### config.mk
export PLATFORM = sky130hd
export DESIGN_NAME = store_address_and_data_prep
export DESIGN_NICKNAME = d
export VERILOG_FILES = /design/src/rtl/sadp_pkg.sv /design/src/rtl/store_address_and_data_prep.sv
export SDC_FILE = /design/constraint.sdc
export NUM_CORES = 1
export LEC_CHECK = 0
export BUFFER_PORTS_ARGS = -buffer_cell sky130_fd_sc_hd__buf_2
export CAP_MARGIN = 20
export CORE_MARGIN = 2
export CORE_UTILIZATION = 56
export DETAILED_ROUTE_END_ITERATION = 8
export PLACE_DENSITY = 0.87
export SLEW_MARGIN = 20
export SYNTH_ARGS = -nofsm -noshare
export SYNTH_HDL_FRONTEND = slang
export SYNTH_SLANG_ARGS = --single-unit
### constraint.sdc
create_clock -name clk_i -period 17.3 [get_ports clk_i]
set_clock_uncertainty 0.15 [all_clocks]
set_input_delay 3.46 -clock clk_i [delete_from_list [all_inputs] [get_ports clk_i]]
set_output_delay 3.46 -clock clk_i [all_outputs]
set_load 0.02 [all_outputs]
### src/rtl/sadp_pkg.sv
// Package for store address and data prep: opcode, extend, byte enable and status codes.
// No dependencies; imported by store_address_and_data_prep.
package sadp_pkg;

  // Store opcodes
  localparam logic [3:0] OP_STRB  = 4'd0;
  localparam logic [3:0] OP_STRH  = 4'd1;
  localparam logic [3:0] OP_STRW  = 4'd2;
  localparam logic [3:0] OP_STR   = 4'd3;
  localparam logic [3:0] OP_STREX = 4'd7;
  localparam logic [3:0] OP_VSTRB = 4'd8;
  localparam logic [3:0] OP_VSTRH = 4'd9;
  localparam logic [3:0] OP_VSTRS = 4'd10;
  localparam logic [3:0] OP_VSTRD = 4'd11;
  localparam logic [3:0] OP_VSTRQ = 4'd12;

  // Offset extend codes
  localparam logic [3:0] EXT_UXTB = 4'd8;
  localparam logic [3:0] EXT_UXTH = 4'd9;
  localparam logic [3:0] EXT_UXTW = 4'd10;
  localparam logic [3:0] EXT_UXTX = 4'd11;
  localparam logic [3:0] EXT_SXTB = 4'd12;
  localparam logic [3:0] EXT_SXTH = 4'd13;
  localparam logic [3:0] EXT_SXTW = 4'd14;
  localparam logic [3:0] EXT_SXTX = 4'd15;

  // Byte enable masks
  localparam logic [15:0] BE_BYTE = 16'h0001;
  localparam logic [15:0] BE_HALF = 16'h0003;
  localparam logic [15:0] BE_WORD = 16'h000f;
  localparam logic [15:0] BE_DBL  = 16'h00ff;
  localparam logic [15:0] BE_QUAD = 16'hffff;
  localparam logic [15:0] BE_NONE = 16'h0000;

  typedef enum logic [1:0] {
    ST_COMPLETE = 2'd0,
    ST_EXCL_WAIT = 2'd1,
    ST_BAD_OPC  = 2'd2
  } status_e;

endpackage

### src/rtl/store_address_and_data_prep.sv
// Store address and data prep: offset extend/shift, address adders, lane align,
// byte enables and status. Depends on sadp_pkg.
//
// Channel   | Direction | Handshake                 | Payload
// ----------+-----------+---------------------------+--------------------------------
// command   | in        | start_i, busy_o           | base, offset, shift, data, ctrl
// result    | out       | result_valid_o (strobe)   | addr, new base, data, be, status
//
// Throughput: one transaction per cycle; busy_o never rises.
// Path: accept loads the input register, then the result register; one pass of
//   extend/shift/add logic lies in between.
// Reset clears only the two valid flags; payload registers are not reset.
// The receiver cannot stall: each result is shown for exactly one cycle.
module store_address_and_data_prep (
  input  logic                   clk_i,
  input  logic                   rst_ni,
  input  logic                   start_i,
  output logic                   busy_o,
  input  logic [31:0]            base_value_i,
  input  logic [63:0]            offset_value_i,
  input  logic [5:0]             shift_amount_i,
  input  logic [63:0]            data_low_i,
  input  logic [63:0]            data_high_i,
  input  logic [3:0]             store_opcode_i,
  input  logic [3:0]             extend_op_i,
  input  logic [1:0]             addr_mode_i,
  input  logic                   writeback_i,
  input  logic                   partial_lane_i,
  input  logic [3:0]             lane_index_i,
  input  logic                   exclusive_class_i,
  output logic                   result_valid_o,
  output logic [31:0]            store_addr_o,
  output logic [31:0]            new_base_o,
  output logic                   base_update_o,
  output logic [63:0]            out_data_low_o,
  output logic [63:0]            out_data_high_o,
  output logic [15:0]            byte_enable_o,
  output sadp_pkg::status_e      status_o
);
  import sadp_pkg::*;

  // Input register
  logic        in_valid_q;
  logic [31:0] base_q;
  logic [63:0] offset_q;
  logic [5:0]  shift_q;
  logic [63:0] dlo_q;
  logic [63:0] dhi_q;
  logic [3:0]  opc_q;
  logic [3:0]  ext_q;
  logic [1:0]  mode_q;
  logic        wb_q;
  logic        part_q;
  logic [3:0]  lane_q;
  logic        excl_q;

  // Result register
  logic        out_valid_q;
  logic [31:0] addr_q,   addr_d;
  logic [31:0] nbase_q,  nbase_d;
  logic        bupd_q,   bupd_d;
  logic [63:0] odlo_q,   odlo_d;
  logic [63:0] odhi_q;
  logic [15:0] be_q,     be_d;
  status_e     status_q, status_d;

  logic        accept;
  logic [31:0] ext32;
  logic        do_shift;
  logic [31:0] off_shifted;
  logic [31:0] off32;
  logic        bad;
  logic        is_vlane;

  assign busy_o = 1'b0;
  assign accept = start_i && !busy_o;

  always_ff @(posedge clk_i or negedge rst_ni) begin
    if (!rst_ni) begin
      in_valid_q  <= 1'b0;
      out_valid_q <= 1'b0;
    end else begin
      in_valid_q  <= accept;
      out_valid_q <= in_valid_q;
    end
  end

  always_ff @(posedge clk_i) begin
    if (accept) begin
      base_q   <= base_value_i;
      offset_q <= offset_value_i;
      shift_q  <= shift_amount_i;
      dlo_q    <= data_low_i;
      dhi_q    <= data_high_i;
      opc_q    <= store_opcode_i;
      ext_q    <= extend_op_i;
      mode_q   <= addr_mode_i;
      wb_q     <= writeback_i;
      part_q   <= partial_lane_i;
      lane_q   <= lane_index_i;
      excl_q   <= exclusive_class_i;
    end
  end

  // Offset extend; only the low 32 bits ever reach the adders.
  always_comb begin
    do_shift = 1'b1;
    unique case (ext_q) inside
      EXT_UXTB:                     ext32 = {24'd0, offset_q[7:0]};
      EXT_UXTH:                     ext32 = {16'd0, offset_q[15:0]};
      EXT_SXTB:                     ext32 = {{24{offset_q[7]}}, offset_q[7:0]};
      EXT_SXTH:                     ext32 = {{16{offset_q[15]}}, offset_q[15:0]};
      EXT_UXTW, EXT_UXTX,
      EXT_SXTW, EXT_SXTX:           ext32 = offset_q[31:0];
      default: begin
        // no extend or undefined code: offset passes through unshifted
        ext32    = offset_q[31:0];
        do_shift = 1'b0;
      end
    endcase
  end

  // Shift of 32 or more clears the low word.
  assign off_shifted = do_shift ? (ext32 << shift_q) : ext32;
  assign off32       = mode_q[1] ? off_shifted : (32'd0 - off_shifted);
  assign nbase_d     = base_q + off32;
  assign addr_d      = mode_q[0] ? nbase_d : base_q;

  // Lane align for single-lane vector stores
  assign is_vlane = part_q && (opc_q == OP_VSTRB || opc_q == OP_VSTRH ||
                               opc_q == OP_VSTRS || opc_q == OP_VSTRD);
  always_comb begin
    if (!is_vlane) begin
      odlo_d = dlo_q;
    end else if (lane_q[3]) begin
      odlo_d = dhi_q >> {lane_q[2:0], 3'b000};
    end else begin
      odlo_d = dlo_q >> {lane_q[2:0], 3'b000};
    end
  end

  // Byte enables by opcode
  always_comb begin
    bad = 1'b0;
    unique case (opc_q) inside
      OP_STRB, OP_VSTRB:           be_d = BE_BYTE;
      OP_STRH, OP_VSTRH:           be_d = BE_HALF;
      OP_STRW, OP_STREX, OP_VSTRS: be_d = BE_WORD;
      OP_STR, OP_VSTRD:            be_d = BE_DBL;
      OP_VSTRQ:                    be_d = BE_QUAD;
      default: begin
        be_d = BE_NONE;
        bad  = 1'b1;
      end
    endcase
  end

  always_comb begin
    if (bad) begin
      status_d = ST_BAD_OPC;
    end else if (excl_q && opc_q == OP_STREX) begin
      status_d = ST_EXCL_WAIT;
    end else begin
      status_d = ST_COMPLETE;
    end
  end

  assign bupd_d = wb_q && !bad;

  always_ff @(posedge clk_i) begin
    if (in_valid_q) begin
      addr_q   <= addr_d;
      nbase_q  <= nbase_d;
      bupd_q   <= bupd_d;
      odlo_q   <= odlo_d;
      odhi_q   <= dhi_q;
      be_q     <= be_d;
      status_q <= status_d;
    end
  end

  assign result_valid_o  = out_valid_q;
  assign store_addr_o    = addr_q;
  assign new_base_o      = nbase_q;
  assign base_update_o   = bupd_q;
  assign out_data_low_o  = odlo_q;
  assign out_data_high_o = odhi_q;
  assign byte_enable_o   = be_q;
  assign status_o        = status_q;

  // Every accepted transaction shows up after the input and result registers.
  a_latency: assert property (@(posedge clk_i) disable iff (!rst_ni)
    accept |-> ##2 result_valid_o)
    else $error("accepted transaction produced no result");

  // No strobe unless the input register held an accepted transaction.
  a_no_spurious: assert property (@(posedge clk_i) disable iff (!rst_ni)
    result_valid_o |-> $past(in_valid_q))
    else $error("result strobe without accepted transaction");

  // Bad opcode: no byte enables and no base writeback.
  a_bad_quiet: assert property (@(posedge clk_i) disable iff (!rst_ni)
    (result_valid_o && status_o == ST_BAD_OPC) |-> (byte_enable_o == BE_NONE && !base_update_o))
    else $error("bad opcode leaked enables or writeback");

  // Exclusive wait only for a word store.
  a_excl_word: assert property (@(posedge clk_i) disable iff (!rst_ni)
    (result_valid_o && status_o == ST_EXCL_WAIT) |-> byte_enable_o == BE_WORD)
    else $error("exclusive wait with wrong byte enables");

endmodule
==> flow_results.xml <==
<?xml version="1.0" encoding="UTF-8"?>
<metrics>
  <group name="clock_tree">
    <metric name="tritoncts" unit="">yes</metric>
    <metric name="clock_pin_slew_of_the_registers_on_the_worst_case_setup_and_hold_paths" unit="ns">0.06</metric>
    <metric name="cts_hold_buf" unit="">0</metric>
    <metric name="tritoncts.num_buffers" unit="">43</metric>
    <metric name="clkLatencyLatePin" unit="ns">0.60</metric>
    <metric name="sink_count" unit="">417</metric>
    <metric name="cts.path.max_buffers" unit="">3</metric>
    <metric name="clock_tree.htree_level_count" unit="">2</metric>
    <metric name="ctsResizeCount" unit="">0</metric>
    <metric name="clock_tree.root_cell" unit="">sky130_fd_sc_hd__clkbuf_16</metric>
    <metric name="cts_post_setup_buffers_inserted" unit="">0</metric>
  </group>
  <group name="route">
    <metric name="vias" unit="">15600</metric>
    <metric name="vias_per_cell" unit="">6.49</metric>
    <metric name="ant_nets" unit="">0</metric>
    <metric name="drc" unit="">0</metric>
    <metric name="wl_per_cell" unit="um">26.7</metric>
    <metric name="drt_wl_total" unit="um">64400</metric>
    <metric name="dr.first_iter.drc_count" unit="">2033</metric>
    <metric name="drt-pass1-iter-count" unit="">5</metric>
  </group>
  <group name="die">
    <metric name="std_cell_rows" unit="">70</metric>
    <metric name="ioPinCount" unit="">463</metric>
    <metric name="dieWidth" unit="um">197</metric>
    <metric name="die_h" unit="um">197</metric>
    <metric name="initial_utilization" unit="%">56.7</metric>
    <metric name="design.core.area" unit="mm2">0.0366</metric>
    <metric name="die_area" unit="mm2">0.0387</metric>
  </group>
  <group name="synthesis">
    <metric name="synth.yosys.seq_area_share" unit="%">60.2</metric>
    <metric name="synthArstFlopShare" unit="%">0.480</metric>
    <metric name="synthDominantAreaCellType" unit="">sky130_fd_sc_hd__edfxtp_1</metric>
    <metric name="yosys-top-cells-area" unit="">sky130_fd_sc_hd__edfxtp_1 60%, sky130_fd_sc_hd__mux4_2 8.3%, sky130_fd_sc_hd__mux2i_1 2.9%</metric>
    <metric name="unique_masters_post_synth" unit="">88</metric>
    <metric name="ys_warn_count" unit="">0</metric>
    <metric name="syn-instance-count" unit="">1490</metric>
    <metric name="yosys.cell_count.top_type" unit="">sky130_fd_sc_hd__edfxtp_1</metric>
    <metric name="ys_top_cells_by_count" unit="">415 x sky130_fd_sc_hd__edfxtp_1, 112 x sky130_fd_sc_hd__nand2_1, 89 x sky130_fd_sc_hd__nor2_1</metric>
    <metric name="number_of_synthesized_flops_with_an_enable_pin" unit="">415</metric>
    <metric name="avg_cell_area_syn" unit="um2">13.9</metric>
    <metric name="synth.ff_latch_count" unit="">417</metric>
    <metric name="synth_ff_type" unit="">sky130_fd_sc_hd__edfxtp_1</metric>
    <metric name="yosysTopAreaCellShare" unit="%">60.0</metric>
    <metric name="synth.net_count" unit="">1779</metric>
    <metric name="synthesis.area" unit="mm2">0.0208</metric>
  </group>
  <group name="grt">
    <metric name="grt-ovfl-total" unit="">0</metric>
    <metric name="antenna_found_initial" unit="">16</metric>
    <metric name="grt_util_overall" unit="%">32.6</metric>
    <metric name="grt_pass1_vias" unit="">15000</metric>
    <metric name="grt_max_degree" unit="">84</metric>
    <metric name="grt_pass1_wl" unit="um">93500</metric>
  </group>
  <group name="timing">
    <metric name="timing.final.crit_share" unit="%">43.2</metric>
    <metric name="post_route_worst_setup_slack" unit="ns">9.82</metric>
    <metric name="maximum_clock_rate" unit="MHz">134</metric>
    <metric name="relSlewSlack" unit="%">29.7</metric>
    <metric name="grt_setup_unrepaired" unit="">no</metric>
    <metric name="hold_viol_final" unit="">0</metric>
    <metric name="totalNegativeSetupSlack" unit="ns">0</metric>
    <metric name="tightest_slew" unit="ns">1.06</metric>
    <metric name="timing.final.setup_violations" unit="">0</metric>
    <metric name="post-route-min-period" unit="ns">7.48</metric>
    <metric name="report.final.slew_viol_count" unit="">0</metric>
  </group>
  <group name="critical_path">
    <metric name="critical_path_cell_count" unit="">21</metric>
    <metric name="worstPathMaxFanout" unit="">27</metric>
    <metric name="r2r_slack" unit="ns">9.82</metric>
    <metric name="critPathTopFamily" unit="">compound AO/OA/AOI/OAI gates</metric>
    <metric name="crit_path_launch_type" unit="">flop</metric>
    <metric name="timing.setup.critical_path_class" unit="">reg -&gt; reg</metric>
    <metric name="crit_required" unit="ns">17.46</metric>
    <metric name="crit_path_cell_trace" unit="">clkinv_1 &gt; a22oi_1 &gt; ha_1 &gt; o21ai_0 &gt; a21oi_1 &gt; nand2_1 &gt; nor3_1 &gt; nand4_1 &gt; nor4_2 &gt; a41oi_1 &gt; xor2_1 &gt; ha_1 &gt; a21o_1 &gt; a21o_1 &gt; a21oi_1 &gt; nand2_1 &gt; o21a_1 &gt; a211oi_1 &gt; nand2b_1 &gt; mux2i_1 &gt; a2111o_1</metric>
    <metric name="cp_slowest_cell" unit="">sky130_fd_sc_hd__clkinv_1</metric>
    <metric name="cp.buffers_inverters" unit="">1</metric>
    <metric name="crit_arrival" unit="ns">7.64</metric>
    <metric name="critPathMaxStageDelay" unit="ns">0.98</metric>
    <metric name="worst_r2r_path_depth" unit="">21</metric>
    <metric name="crit_path_end_kind" unit="">flop</metric>
  </group>
  <group name="layout">
    <metric name="final_nets" unit="">2180</metric>
    <metric name="syn_to_final_growth" unit="%">18.7</metric>
    <metric name="postLayoutCoreUtil" unit="%">67.4</metric>
    <metric name="post_route_cells_drive_above_1_share" unit="%">32.8</metric>
    <metric name="final_cell_area" unit="mm2">0.0247</metric>
    <metric name="fillerInstances" unit="">2522</metric>
  </group>
  <group name="worst_hold_path">
    <metric name="holdCritPathClass" unit="">reg -&gt; reg</metric>
    <metric name="hold-path-cell-count" unit="">0</metric>
  </group>
  <group name="placed_design">
    <metric name="placed_cell_area" unit="mm2">0.0233</metric>
    <metric name="buffer_ports.inserted" unit="">429</metric>
    <metric name="dpl_worst_slack" unit="ns">9.93</metric>
    <metric name="gpl.final_weighted_congestion" unit="">0.936</metric>
    <metric name="place.detailed.hpwl" unit="um">45800</metric>
  </group>
  <group name="run">
    <metric name="drv.max_cap_violation_count" unit="">0</metric>
  </group>
  <group name="pwr">
    <metric name="total_leakage_power" unit="nW">9.67</metric>
    <metric name="fin_total_pwr" unit="W">0.00299</metric>
    <metric name="power_per_cell_area" unit="mW/mm2">121</metric>
    <metric name="vdd_drop_max" unit="mV">0.0697</metric>
  </group>
  <group name="outcome">
    <metric name="outcome" unit="">completed</metric>
  </group>
</metrics>
-- through the flow --
stage,std cells,hold slack (ns)
global route,2409,0.323
finish,2409,0.293
floorplan,1490,0.271
global placement,2313,0.286
CTS,2391,0.311
detailed placement,2313,0.295
-- state kept, by name, summed over array words and instances, names as in the netlist, 2 cells and up --
signal and flops:
new_base_o 32, out_data_high_o 64, base_q 32, ext_q 4
store_addr_o 32, dlo_q 64, mode_q 2, offset_q 32
status_o 2, byte_enable_o 5, dhi_q 64, out_data_low_o 64
shift_q 6, opc_q 4, lane_q 4
-- layout make-up --
type	instances	area [um2]	area share, %
diodes	17	42.5	0.173
clock buffers	50	1100	4.47
clock inverters	28	230	0.934
inverters	35	131	0.533
multi-input cells	948	7740	31.4
flip-flops and latches	417	12500	50.8
well taps	468	586	2.37
repair buffers	446	2310	9.36
-- where the power goes --
group          internal, W  switching [W]
logic             0.000282       0.000468
clock network     0.000491       0.000400
registers          0.00127      0.0000776
-- path summary, 6_finish.rpt --
check / end / start
max in group asynchronous: in_valid_q$_DFF_PN0_ / rst_ni
hold / removal: out_data_high_o[5]$_DFFE_PP_ / dhi_q[5]$_DFFE_PP_
setup / recovery: store_addr_o[31]$_DFFE_PP_ / ext_q[3]$_DFFE_PP_
hold reg to reg: out_data_high_o[5]$_DFFE_PP_ / dhi_q[5]$_DFFE_PP_
setup reg to reg: store_addr_o[31]$_DFFE_PP_ / ext_q[3]$_DFFE_PP_
min in group asynchronous: in_valid_q$_DFF_PN0_ / rst_ni
-- routing by layer --
layer | global-route usage (%) | vias to the layer above | part of all wire (%)
li1 | - | 6695 | -
met1 | 44.0 | 7555 | 37
met2 | 50.7 | 1208 | 47
met3 | 7.22 | 174 | 11
met4 | 16.0 | 0 | 5.3
met5 | 0 | - | 0
-- placed cells by master, fill, tap and decap left out, drive strengths merged, types with 38 or more instances in the layout --
cell type  synthesis  layout
edfxtp           415     415
nand2            112     112
mux2i             60      60
ha                38      38
clkbuf            48      50
o21ai             56      56
buf               42     446
mux4              77      77
a21oi             81      81
nor2              89      89
-- logic make-up after synthesis --
| group | after synthesis | synth area share, % |
|---|---|---|
| simple gates | 343 | 8.06 |
| other cells | 1 | 0.0180 |
| xor+xnor | 56 | 2.36 |
| compound gates | 341 | 11.4 |
| flops | 417 | 60.2 |
| mux | 168 | 12.9 |
| fa+ha+maj | 39 | 2.38 |
| buf+inv | 125 | 2.60 |
Note: power is estimated with default switching activity, not from simulation.
